File: src/sv/assert_macros.svh
// ----------------------------------------------------------------------------
// Assertion macros
// Shared concurrent assertion forms, clocked and held off during reset.
// ----------------------------------------------------------------------------
`ifndef ASSERT_MACROS_SVH
`define ASSERT_MACROS_SVH

// same-cycle implication
`define ASSERT_IMPLIES(label, clk, rst, ante, cons) \
   label: assert property (@(posedge clk) disable iff (rst) (ante) |-> (cons)) \
      else $error("assertion failed: implication");

// next-cycle implication
`define ASSERT_NEXT(label, clk, rst, ante, cons) \
   label: assert property (@(posedge clk) disable iff (rst) (ante) |=> (cons)) \
      else $error("assertion failed: next cycle");

`endif

File: src/sv/scl_pkg.sv
`timescale 1ns / 1ps
// ----------------------------------------------------------------------------
// scl_pkg
// Types, character codes and keywords of the command line recognizer.
// ----------------------------------------------------------------------------
package scl_pkg;

   localparam int HEAD_DEPTH = 5;
   localparam int HEAD_IDX_W = 3;

   localparam logic [7:0] CHAR_CR    = 8'h0D;
   localparam logic [7:0] CHAR_LF    = 8'h0A;
   localparam logic [7:0] CHAR_BS    = 8'h08;
   localparam logic [7:0] CHAR_DEL   = 8'h7F;
   localparam logic [7:0] CHAR_SPACE = 8'h20;
   localparam logic [7:0] CHAR_TILDE = 8'h7E;

   localparam logic [31:0] KW_HELP = "help";
   localparam logic [23:0] KW_LOF  = "lof";
   localparam logic [23:0] KW_LON  = "lon";
   localparam logic [31:0] KW_TEST = "test";

   localparam logic [1:0] ECHO_NONE    = 2'd0;
   localparam logic [1:0] ECHO_BYTE    = 2'd1;
   localparam logic [1:0] ECHO_ERASE   = 2'd2;
   localparam logic [1:0] ECHO_NEWLINE = 2'd3;

   localparam logic [1:0] VERDICT_EMPTY   = 2'd0;
   localparam logic [1:0] VERDICT_KNOWN   = 2'd1;
   localparam logic [1:0] VERDICT_UNKNOWN = 2'd2;

   localparam logic [1:0] CMD_HELP = 2'd0;
   localparam logic [1:0] CMD_LOF  = 2'd1;
   localparam logic [1:0] CMD_LON  = 2'd2;
   localparam logic [1:0] CMD_TEST = 2'd3;

   typedef logic [HEAD_DEPTH-1:0][7:0] head_type;

   typedef struct packed {
      logic       hit;
      logic [1:0] index;
   } match_type;

   typedef struct packed {
      logic [1:0] echo_kind;
      logic [7:0] echo_byte;
      logic       line_done;
      logic [1:0] verdict;
      logic [1:0] command_index;
   } result_type;

   // first four head characters equal a four-letter keyword
   function automatic logic head_eq4(head_type head, logic [31:0] kw);
      logic eq;
      eq = 1'b1;
      for (int i = 0; i < 4; i++) begin
         eq = eq & (head[i] == kw[8*(3-i) +: 8]);
      end
      return eq;
   endfunction

   // first three head characters equal a three-letter keyword
   function automatic logic head_eq3(head_type head, logic [23:0] kw);
      logic eq;
      eq = 1'b1;
      for (int i = 0; i < 3; i++) begin
         eq = eq & (head[i] == kw[8*(2-i) +: 8]);
      end
      return eq;
   endfunction

endpackage

File: src/sv/serial_command_line_recognizer_unit.sv
`timescale 1ns / 1ps
// ----------------------------------------------------------------------------
// serial_command_line_recognizer_unit
// Line editor and keyword recognizer for received serial bytes.
// ----------------------------------------------------------------------------
// channel | direction | carries
// req_    | in        | one received byte per request
// rsp_    | out       | echo action and line verdict, one per request
//
// One request per cycle sustained while rsp_tready is held; a byte passes the
// input register, then decode and keyword compare into the result register.
// Reset clears the line length and both valid flags.
// A stalled result holds; a new request is still taken while the input
// register can move into the free or draining result register.
// ----------------------------------------------------------------------------
`include "assert_macros.svh"

module serial_command_line_recognizer_unit #(
   parameter int LINE_CAPACITY = 128
) (
   input  logic        clock,
   input  logic        reset,
   input  logic        req_tvalid,
   output logic        req_tready,
   input  logic [7:0]  req_tdata,   // [7:0] rx_byte
   output logic        rsp_tvalid,
   input  logic        rsp_tready,
   output logic [15:0] rsp_tdata,   // [7:0] echo_byte, [9:8] verdict, [11:10] command_index
   output logic [1:0]  rsp_tuser,   // [1:0] echo_kind
   output logic        rsp_tlast    // line_done
);
   import scl_pkg::*;

   localparam int LEN_W = $clog2(LINE_CAPACITY);

   logic       in_valid_ff;
   logic [7:0] in_byte_ff;
   logic       out_valid_ff;
   result_type out_ff;
   result_type result;
   logic       out_ready, step;

   assign out_ready  = !out_valid_ff || rsp_tready;
   assign step       = in_valid_ff && out_ready;
   assign req_tready = !in_valid_ff || out_ready;

   scl_line_editor #(.LINE_CAPACITY(LINE_CAPACITY), .LEN_W(LEN_W)) u_editor (
      .clock   (clock),
      .reset   (reset),
      .step    (step),
      .rx_byte (in_byte_ff),
      .result  (result)
   );

   always_ff @(posedge clock) begin
      if (reset) begin
         in_valid_ff  <= 1'b0;
         out_valid_ff <= 1'b0;
      end else begin
         if (req_tready) begin
            in_valid_ff <= req_tvalid;
         end
         if (out_ready) begin
            out_valid_ff <= in_valid_ff;
         end
      end
   end

   always_ff @(posedge clock) begin
      if (req_tvalid && req_tready) begin
         in_byte_ff <= req_tdata;
      end
      if (step) begin
         out_ff <= result;
      end
   end

   assign rsp_tvalid = out_valid_ff;
   assign rsp_tdata  = {4'd0, out_ff.command_index, out_ff.verdict, out_ff.echo_byte};
   assign rsp_tuser  = out_ff.echo_kind;
   assign rsp_tlast  = out_ff.line_done;

   `ASSERT_NEXT(a_step_fills_out, clock, reset, step, rsp_tvalid)
   `ASSERT_IMPLIES(a_done_newline, clock, reset, rsp_tvalid && rsp_tlast, rsp_tuser == ECHO_NEWLINE)
   `ASSERT_IMPLIES(a_verdict_only_done, clock, reset, rsp_tvalid && !rsp_tlast, rsp_tdata[11:8] == 4'd0)
   `ASSERT_IMPLIES(a_byte_only_echo, clock, reset, rsp_tvalid && rsp_tuser != ECHO_BYTE, rsp_tdata[7:0] == 8'd0)

endmodule

File: src/sv/scl_kw_match.sv
`timescale 1ns / 1ps
// ----------------------------------------------------------------------------
// scl_kw_match
// Matches the first token of the stored line head against the keywords.
// ----------------------------------------------------------------------------
module scl_kw_match #(
   parameter int LEN_W = 7
) (
   input  scl_pkg::head_type  head,
   input  logic [LEN_W-1:0]   line_length,
   output scl_pkg::match_type match
);
   import scl_pkg::*;

   logic len_ge3, len_ge4, len_eq3, len_eq4;
   logic end3, end4;
   logic hit_help, hit_lof, hit_lon, hit_test;

   always_comb begin
      len_eq3 = line_length == LEN_W'(3);
      len_eq4 = line_length == LEN_W'(4);
      len_ge3 = line_length >= LEN_W'(3);
      len_ge4 = line_length >= LEN_W'(4);
      // token ends at the line end or at a space
      end3 = len_eq3 || (len_ge4 && head[3] == CHAR_SPACE);
      end4 = len_eq4 || (line_length >= LEN_W'(HEAD_DEPTH) && head[4] == CHAR_SPACE);

      hit_help = len_ge4 && end4 && head_eq4(head, KW_HELP);
      hit_test = len_ge4 && end4 && head_eq4(head, KW_TEST);
      hit_lof  = len_ge3 && end3 && head_eq3(head, KW_LOF);
      hit_lon  = len_ge3 && end3 && head_eq3(head, KW_LON);

      match.hit = hit_help | hit_lof | hit_lon | hit_test;
      if (hit_help) begin
         match.index = CMD_HELP;
      end else if (hit_lof) begin
         match.index = CMD_LOF;
      end else if (hit_lon) begin
         match.index = CMD_LON;
      end else if (hit_test) begin
         match.index = CMD_TEST;
      end else begin
         match.index = CMD_HELP;
      end
   end

endmodule

File: src/sv/scl_line_editor.sv
`timescale 1ns / 1ps
// ----------------------------------------------------------------------------
// scl_line_editor
// Holds the line length and head characters and decodes one byte per step.
// ----------------------------------------------------------------------------
module scl_line_editor #(
   parameter int LINE_CAPACITY = 128,
   parameter int LEN_W         = 7
) (
   input  logic                 clock,
   input  logic                 reset,
   input  logic                 step,
   input  logic [7:0]           rx_byte,
   output scl_pkg::result_type  result
);
   import scl_pkg::*;

   logic [LEN_W-1:0] length_ff, length_in;
   head_type         head_ff;
   logic             head_wr;
   match_type        match;
   logic             is_eol, is_erase, is_print;

   scl_kw_match #(.LEN_W(LEN_W)) u_match (
      .head        (head_ff),
      .line_length (length_ff),
      .match       (match)
   );

   always_comb begin
      is_eol   = rx_byte == CHAR_CR || rx_byte == CHAR_LF;
      is_erase = rx_byte == CHAR_BS || rx_byte == CHAR_DEL;
      is_print = rx_byte >= CHAR_SPACE && rx_byte <= CHAR_TILDE;

      result.echo_kind     = ECHO_NONE;
      result.echo_byte     = 8'd0;
      result.line_done     = 1'b0;
      result.verdict       = VERDICT_EMPTY;
      result.command_index = CMD_HELP;
      length_in            = length_ff;
      head_wr              = 1'b0;

      if (is_eol) begin
         result.echo_kind = ECHO_NEWLINE;
         result.line_done = 1'b1;
         length_in        = '0;
         if (length_ff != '0) begin
            if (match.hit) begin
               result.verdict       = VERDICT_KNOWN;
               result.command_index = match.index;
            end else begin
               result.verdict = VERDICT_UNKNOWN;
            end
         end
      end else if (is_erase) begin
         if (length_ff != '0) begin
            result.echo_kind = ECHO_ERASE;
            length_in        = length_ff - LEN_W'(1);
         end
      end else if (is_print) begin
         if (length_ff < LEN_W'(LINE_CAPACITY - 1)) begin
            result.echo_kind = ECHO_BYTE;
            result.echo_byte = rx_byte;
            length_in        = length_ff + LEN_W'(1);
            head_wr          = length_ff < LEN_W'(HEAD_DEPTH);
         end
      end
   end

   always_ff @(posedge clock) begin
      if (reset) begin
         length_ff <= '0;
      end else if (step) begin
         length_ff <= length_in;
      end
   end

   always_ff @(posedge clock) begin
      for (int i = 0; i < HEAD_DEPTH; i++) begin
         if (step && head_wr && length_ff[HEAD_IDX_W-1:0] == HEAD_IDX_W'(i)) begin
            head_ff[i] <= rx_byte;
         end
      end
   end

endmodule
File: config.mk
export PLATFORM = sky130hd
export DESIGN_NAME = serial_command_line_recognizer_unit
export DESIGN_NICKNAME = d
export VERILOG_FILES = /design/src/sv/scl_pkg.sv /design/src/sv/serial_command_line_recognizer_unit.sv /design/src/sv/scl_kw_match.sv /design/src/sv/scl_line_editor.sv
export VERILOG_INCLUDE_DIRS = /design/src /design/src/sv
export SDC_FILE = /design/constraint.sdc
export NUM_CORES = 1
export LEC_CHECK = 0
export BUFFER_PORTS_ARGS = -buffer_cell sky130_fd_sc_hd__buf_2
export CORE_MARGIN = 10
export CORE_UTILIZATION = 45
export DETAILED_ROUTE_END_ITERATION = 7
export PLACE_DENSITY_LB_ADDON = 0.08
export SYNTH_ARGS = -nofsm -noshare
export SYNTH_HDL_FRONTEND = slang
export SYNTH_HIERARCHICAL = 1
export SYNTH_SLANG_ARGS = --single-unit
File: constraint.sdc
create_clock -name clock -period 4.3 [get_ports clock]
set_input_delay 0.645 -clock clock [delete_from_list [all_inputs] [get_ports clock]]
set_output_delay 0.645 -clock clock [all_outputs]
set_load 0.1 [all_outputs]
==> flow_summary.toml, run 1 <==
[clock_network]
cts_hold_buf = 0
post_cts_resized = 0
h-tree-depth = 3
clockRootBuffer = "clkbuf_8"
clk_latency_ns = 0.33
cts_num_sinks = 72
post_cts_buffers = 0
clk_path_buf_depth = 2
cts_buffers = 9
clkTransAtPathRegs_ns = 0.08
cts_tree = "built"

[timing]
setup_slack_ns = 0.9075
finalHoldViolCount = 0
relSlewSlack_pct = 58.75
fin_worst_skew_ns = 0.01331
rsz0062_at_grt = "false"
worstMarginPinSlew_ns = 0.6168
drv_slew = 0
whs_ns = 0.4787
fin_crit_sh_pct = 78.89
max_freq_mhz = 294.8
fin_setup_tns_ns = 0
finalSetupViolations = 0
period_needed_ns = 3.392

[logic_synthesis]
synth_top_cell_by_area = "edfxtp_1"
netlist_area_um2 = 3137
synth_seq_cells = 72
syn-mean-instance-area_um2 = 14.19
synth_commonest_cells = "edfxtp_1 (63), nor2_1 (13), dfxtp_1 (9)"
synth_top_area_share_pct = 60.31
synthCells = 221
ys_seq_area_share_pct = 66.06
synth-async-reset-ratio_pct = 0
ys.flop_type = "edfxtp_1"
ys_top_cells_by_area = "edfxtp_1 (60%), dfxtp_1 (5.7%), ha_1 (2.4%)"
synth_most_common_cell = "edfxtp_1"
ys_warn_count = 6
synth_edf_count = 63
ys_types = 59

[grt]
grtUsageMet1_pct = 16.40
gr-total-overflow = 0
grt_use_total_pct = 12.05
grt_busiest_layer = "met2"
met3_usage_pct = 3.654
gr-usage-met2_pct = 17.59
antenna_found_initial = 0
grt_max_degree = 20
grt_pass1_vias = 1870
grt_first_pass_wirelength_um = 9673

[pwr]
p_sw_share_pct = 25.67
clkPwrFrac_pct = 36.6
vdd_drop_max_uv = 271.6
power.total_mw = 1.444
p_switching_mw = 0.3707
p_per_area_nw_per_um2 = 404.5
power_frac_comb_pct = 8.3
leakage_nw = 1.302
p_seq_share_pct = 55.1
internal_power_mw = 1.073

[worst_setup_path]
cp-start-kind = "flop"
endpoint = "u_editor/length_ff[6]$_SDFFE_PP0P_"
r2r-start = "in_byte_ff[6]$_DFFE_PP_"
slowest_stage = "or4b_4"
crit_path_end_kind = "flop"
required_ns = 4.57
rrSetupSlack_ns = 0.91
crit_fanout = 9
critical_path_class = "flop to flop"
cp.arrival_ns = 3.66
ff2ff_path_depth = 11
crit_start = "in_byte_ff[6]$_DFFE_PP_"
worstReg2RegEnd = "u_editor/length_ff[6]$_SDFFE_PP0P_"
slowest_delay_ns = 0.60
critical_path.cell_chain = "or4b_4 > nand2b_1 > nand2_1 > inv_1 > fa_1 > nor2b_1 > o31a_1 > o22ai_1 > xnor2_1 > or4b_1 > a31oi_1"

[detailed_routing]
drt-total-wl_um = 6056
first_pass_iters = 4
wl_per_cell_um = 16.96
ant_nets = 0
post-route-drc-count = 0
drt_iter0_drc = 119
vias_per_cell = 5.174
num_vias = 1847

[place]
post-dp-hpwl_um = 4192
place_congestion = 0.7803
io_buffers = 28
placed_cells_incl_taps = 341
dpl_cell_area_um2 = 3371
dpl_worst_slack_ns = 0.9378

[outcome]
status = "completed"

[cells_and_area]
fin_util_pct = 52.54
layout-drive-gt1-share_pct = 22.61
diodes = 0
num-fill-cells = 585
finish.instance_area_um2 = 3570
area_growth_syn_to_layout_pct = 13.80
nets = 275
finalNonFillerCells = 357

[die]
num_rows = 30
start_util_pct = 46.17
die_w_um = 103.5
core-area_um2 = 6794
ios = 33
die_area_um2 = 10710
die_y_um = 103.5

[min_path]
hp-class = "input port to flop"

[flow_run]
max_cap_viol_count = 0
## cells in the final DEF, fill, tap and decap left out, types with 2 or more instances in the layout
cell,netlist,final
a21oi_1,3,3
a31oi_1,2,2
and2_1,8,8
and3_1,4,4
and4b_1,3,3
buf_2,0,28
buf_4,7,4
clkbuf_8,0,9
clkinv_2,0,2
conb_1,2,5
dfxtp_1,9,9
edfxtp_1,63,63
ha_1,6,6
inv_1,7,7
inv_6,0,3
mux2i_1,5,5
nand2_1,6,6
nand2b_1,4,4
nand3_1,2,2
nand3b_1,2,2
nand4_1,3,3
nor2_1,13,13
nor2b_1,5,5
nor3_1,8,8
nor4_1,4,4
nor4b_1,3,3
o21a_1,2,2
o21bai_1,2,2
o22ai_1,4,4
o311a_1,2,2
or2_2,2,2
or4_1,4,4
or4b_4,2,2
xnor2_1,3,3
## worst max-delay path, delay by kind of cell (launching register included)
| family | cells | cell delay [ns] |
|---|---|---|
| buffers and inverters | 1 | 0.15 |
| flip-flops | 1 | 0.52 |
| AO/OA/AOI/OAI | 3 | 0.42 |
| AND/OR/NAND/NOR | 5 | 1.70 |
| adder cells (fa/ha/maj) | 1 | 0.39 |
| XOR/XNOR | 1 | 0.14 |
## power by group through the flow
| stage | clock [mW] | combinational [mW] | sequential, mW |
|---|---|---|---|
| 6_report | 0.528 | 0.120 | 0.796 |
| 5_1_grt | 0.580 | 0.127 | 0.799 |
| 4_1_cts | 0.542 | 0.121 | 0.796 |
| 3_5_place_dp | 0 | 0.120 | 0.812 |
| 3_3_place_gp | 0 | 0.121 | 0.812 |
| 2_1_floorplan | 0 | 0.0505 | 0.858 |
## worst min-delay path by stage
stage	slack [ns]	start	to	cells past startpoint
CTS	0.46	req_tdata[0]	in_byte_ff[0]$_DFFE_PP_	1
finish	0.48	req_tdata[6]	in_byte_ff[6]$_DFFE_PP_	1
global route	0.45	req_tdata[1]	in_byte_ff[1]$_DFFE_PP_	1
detailed placement	0.49	in_valid_ff$_SDFFE_PP0P_	rsp_tvalid$_SDFFE_PP0P_	2
global placement	0.49	in_valid_ff$_SDFFE_PP0P_	rsp_tvalid$_SDFFE_PP0P_	2
floorplan	0.46	in_valid_ff$_SDFFE_PP0P_	rsp_tvalid$_SDFFE_PP0P_	2
## flip-flops by register name, summed over array words and instances, names as in the netlist
name	flops
u_editor/head_ff	40
rsp_tdata	12
in_byte_ff	8
u_editor/length_ff	7
rsp_tuser	2
in_valid_ff	1
rsp_tlast	1
rsp_tvalid	1
## layer usage
layer	part of all wire, %	vias up
li1	-	907
met1	48	882
met2	45	56
met3	6.1	2
met4	0.31	0
met5	0	-
## cell families (layout without fill, tap and decap cells)
logic type	Yosys count	count (layout)	share of synthesized area, %
muxes	5	5	1.596
buffers and inverters	18	55	2.992
and+or+nand+nor	88	88	18.75
xor gates and xnor gates	3	3	0.8378
adders and majority gates	7	7	3.031
other	2	5	0.2394
AOI/OAI and AO/OA	26	26	6.502
DFF	72	72	66.05
## area by class of cell
class	count	area, µm²	area share (%)
Sequential cell	72	2072	58.04
Multi-Input combinational cell	134	982.2	27.51
Timing Repair Buffer	32	170.2	4.767
Clock buffer	9	123.9	3.470
Tap cell	96	120.1	3.365
Clock inverter	7	75.07	2.103
Inverter	7	26.28	0.7361
Power figures use the tool's default switching activity.
==> run 2: changes to the inputs <==
- clock period: 4.3 -> 3.37 ns (I/O delays scaled with it)
==> run 2 against run 1 <==
Clock-buffer cell count rose by 1. Worst setup slack worse by 0.56 ns. Power up 27%. Highest routed layer unchanged. Register-to-register slack worse by 0.56 ns. Clock skew down 0.0055 ns. Clock power up 26%. Combinational power is 43% higher. Non-clock buffer count up 11. Critical endpoint unchanged. Core utilization increased by 1.2 points. First-iteration DRC count rose by 5.0%. Global-route usage is essentially flat.
==> flow_summary.toml, run 2 (synthesis gave the netlist of run 1 again) <==
[die]
die_y_um = 103.5
start_util_pct = 46.17
die_area_um2 = 10710
ios = 33
num_rows = 30
die_w_um = 103.5
core-area_um2 = 6794

[worst_setup_path]
crit_fanout = 7
cp-start-kind = "flop"
crit_path_end_kind = "flop"
worstReg2RegEnd = "u_editor/length_ff[6]$_SDFFE_PP0P_"
ff2ff_path_depth = 11
critical_path_class = "flop to flop"
cp.arrival_ns = 3.30
rrSetupSlack_ns = 0.34
required_ns = 3.64
r2r-start = "in_byte_ff[5]$_DFFE_PP_"

[cells_and_area]
multi_input_area_um2 = 982.2
regMostFlops = "u_editor/head_ff"
finish.instance_area_um2 = 3649
largest_reg_flops = 40
diodes = 0
register_area_um2 = 2072
layout_commonest_cell = "edfxtp_1"
layout-drive-gt1-share_pct = 25.37
nets = 286
num-fill-cells = 588
fin_util_pct = 53.70
area_growth_syn_to_layout_pct = 16.31
finalNonFillerCells = 368
most-common-layout-cells = "edfxtp_1 (63), buf_2 (28), buf_4 (15)"

[grt]
grt_max_degree = 20
antenna_found_initial = 0
grt_use_total_pct = 12.01
grt_first_pass_wirelength_um = 9915
gr-total-overflow = 0
grt_pass1_vias = 2002

[place]
dpl_worst_slack_ns = 0.3677
post-dp-hpwl_um = 4438
placed_cells_incl_taps = 352
io_buffers = 28
place_congestion = 0.8325
dpl_cell_area_um2 = 3453

[clock_network]
cts_buffers = 9
cts_tree = "built"
h-tree-depth = 3
post_cts_buffers = 0
clk_latency_ns = 0.33
post_cts_resized = 0
clk_path_buf_depth = 2
cts_hold_buf = 0
clkTransAtPathRegs_ns = 0.08
clockRootBuffer = "clkbuf_8"
cts_num_sinks = 72

[timing]
whs_ns = 0.3444
rsz0062_at_grt = "false"
finalHoldViolCount = 0
period_needed_ns = 3.027
worstMarginPinSlew_ns = 0.5352
fin_crit_sh_pct = 89.82
fin_worst_skew_ns = 0.007782
finalSetupViolations = 0
drv_slew = 0
setup_slack_ns = 0.3431
fin_setup_tns_ns = 0
relSlewSlack_pct = 63.82
max_freq_mhz = 330.4

[pwr]
power.total_mw = 1.840
p_per_area_nw_per_um2 = 504.4
leakage_nw = 1.345
vdd_drop_max_uv = 334.1

[min_path]
hp-class = "input port to flop"
min_path_cells = 1
min_to = "in_byte_ff[2]$_DFFE_PP_"
hold_start = "req_tdata[2]"

[detailed_routing]
first_pass_iters = 4
wl_per_cell_um = 16.41
drt_iter0_drc = 125
vias_per_cell = 5.196
drt-total-wl_um = 6039
num_vias = 1912
post-route-drc-count = 0
ant_nets = 0

[outcome]
status = "completed"

[flow_run]
max_cap_viol_count = 0
## run 2: changes by cell type in the layout (fill, tap and decap cells not counted), sizes merged
cell      delta
buf         +11
clkinvlp     +2
clkbuf       +1
inv          -2
clkinv       -1
## run 2: worst max path at each step
stage	startpoint	endpoint	slack, ns
2_1_floorplan	in_byte_ff[5]$_DFFE_PP_	u_editor/length_ff[6]$_SDFFE_PP0P_	0.31
3_3_place_gp	in_byte_ff[5]$_DFFE_PP_	u_editor/length_ff[6]$_SDFFE_PP0P_	0.41
3_5_place_dp	in_byte_ff[5]$_DFFE_PP_	u_editor/length_ff[6]$_SDFFE_PP0P_	0.37
4_1_cts	in_byte_ff[5]$_DFFE_PP_	u_editor/length_ff[6]$_SDFFE_PP0P_	0.35
5_1_grt	in_byte_ff[5]$_DFFE_PP_	u_editor/length_ff[6]$_SDFFE_PP0P_	0.16
6_report	in_byte_ff[5]$_DFFE_PP_	u_editor/length_ff[6]$_SDFFE_PP0P_	0.34
## run 2: final cells by class
cell class | count | area share [%]
multi-input combinational | 134 | 26.92
inverter | 7 | 0.7202
timing repair buffer | 43 | 6.927
clock inverter | 6 | 1.852
tap | 96 | 3.292
clock buffer | 10 | 3.498
sequential | 72 | 56.79
## run 2: power by group
part	switching, mW	internal [mW]	total, mW
combinational	0.135	0.0360	0.171
sequential	0.0147	0.992	1.01
clock	0.319	0.345	0.663
## run 2: routing by layer
metal	up-vias	GRT usage, %	wire (µm)
met2	49	18.42	2812
met4	0	4.599	17
li1	932	-	-
met3	2	2.791	289
met5	-	0	0
met1	929	16.15	2921
## run 2: worst max-delay path, stage by stage (launching register included)
cell and delay (ns):
edfxtp_1 0.38, or4b_4 0.58, nand2b_1 0.17, nand2_1 0.09, buf_4 0.16, ha_1 0.25
nor2b_1 0.17, o31a_1 0.26, o22ai_1 0.17, xnor2_1 0.10, or4b_1 0.47, a31oi_1 0.16
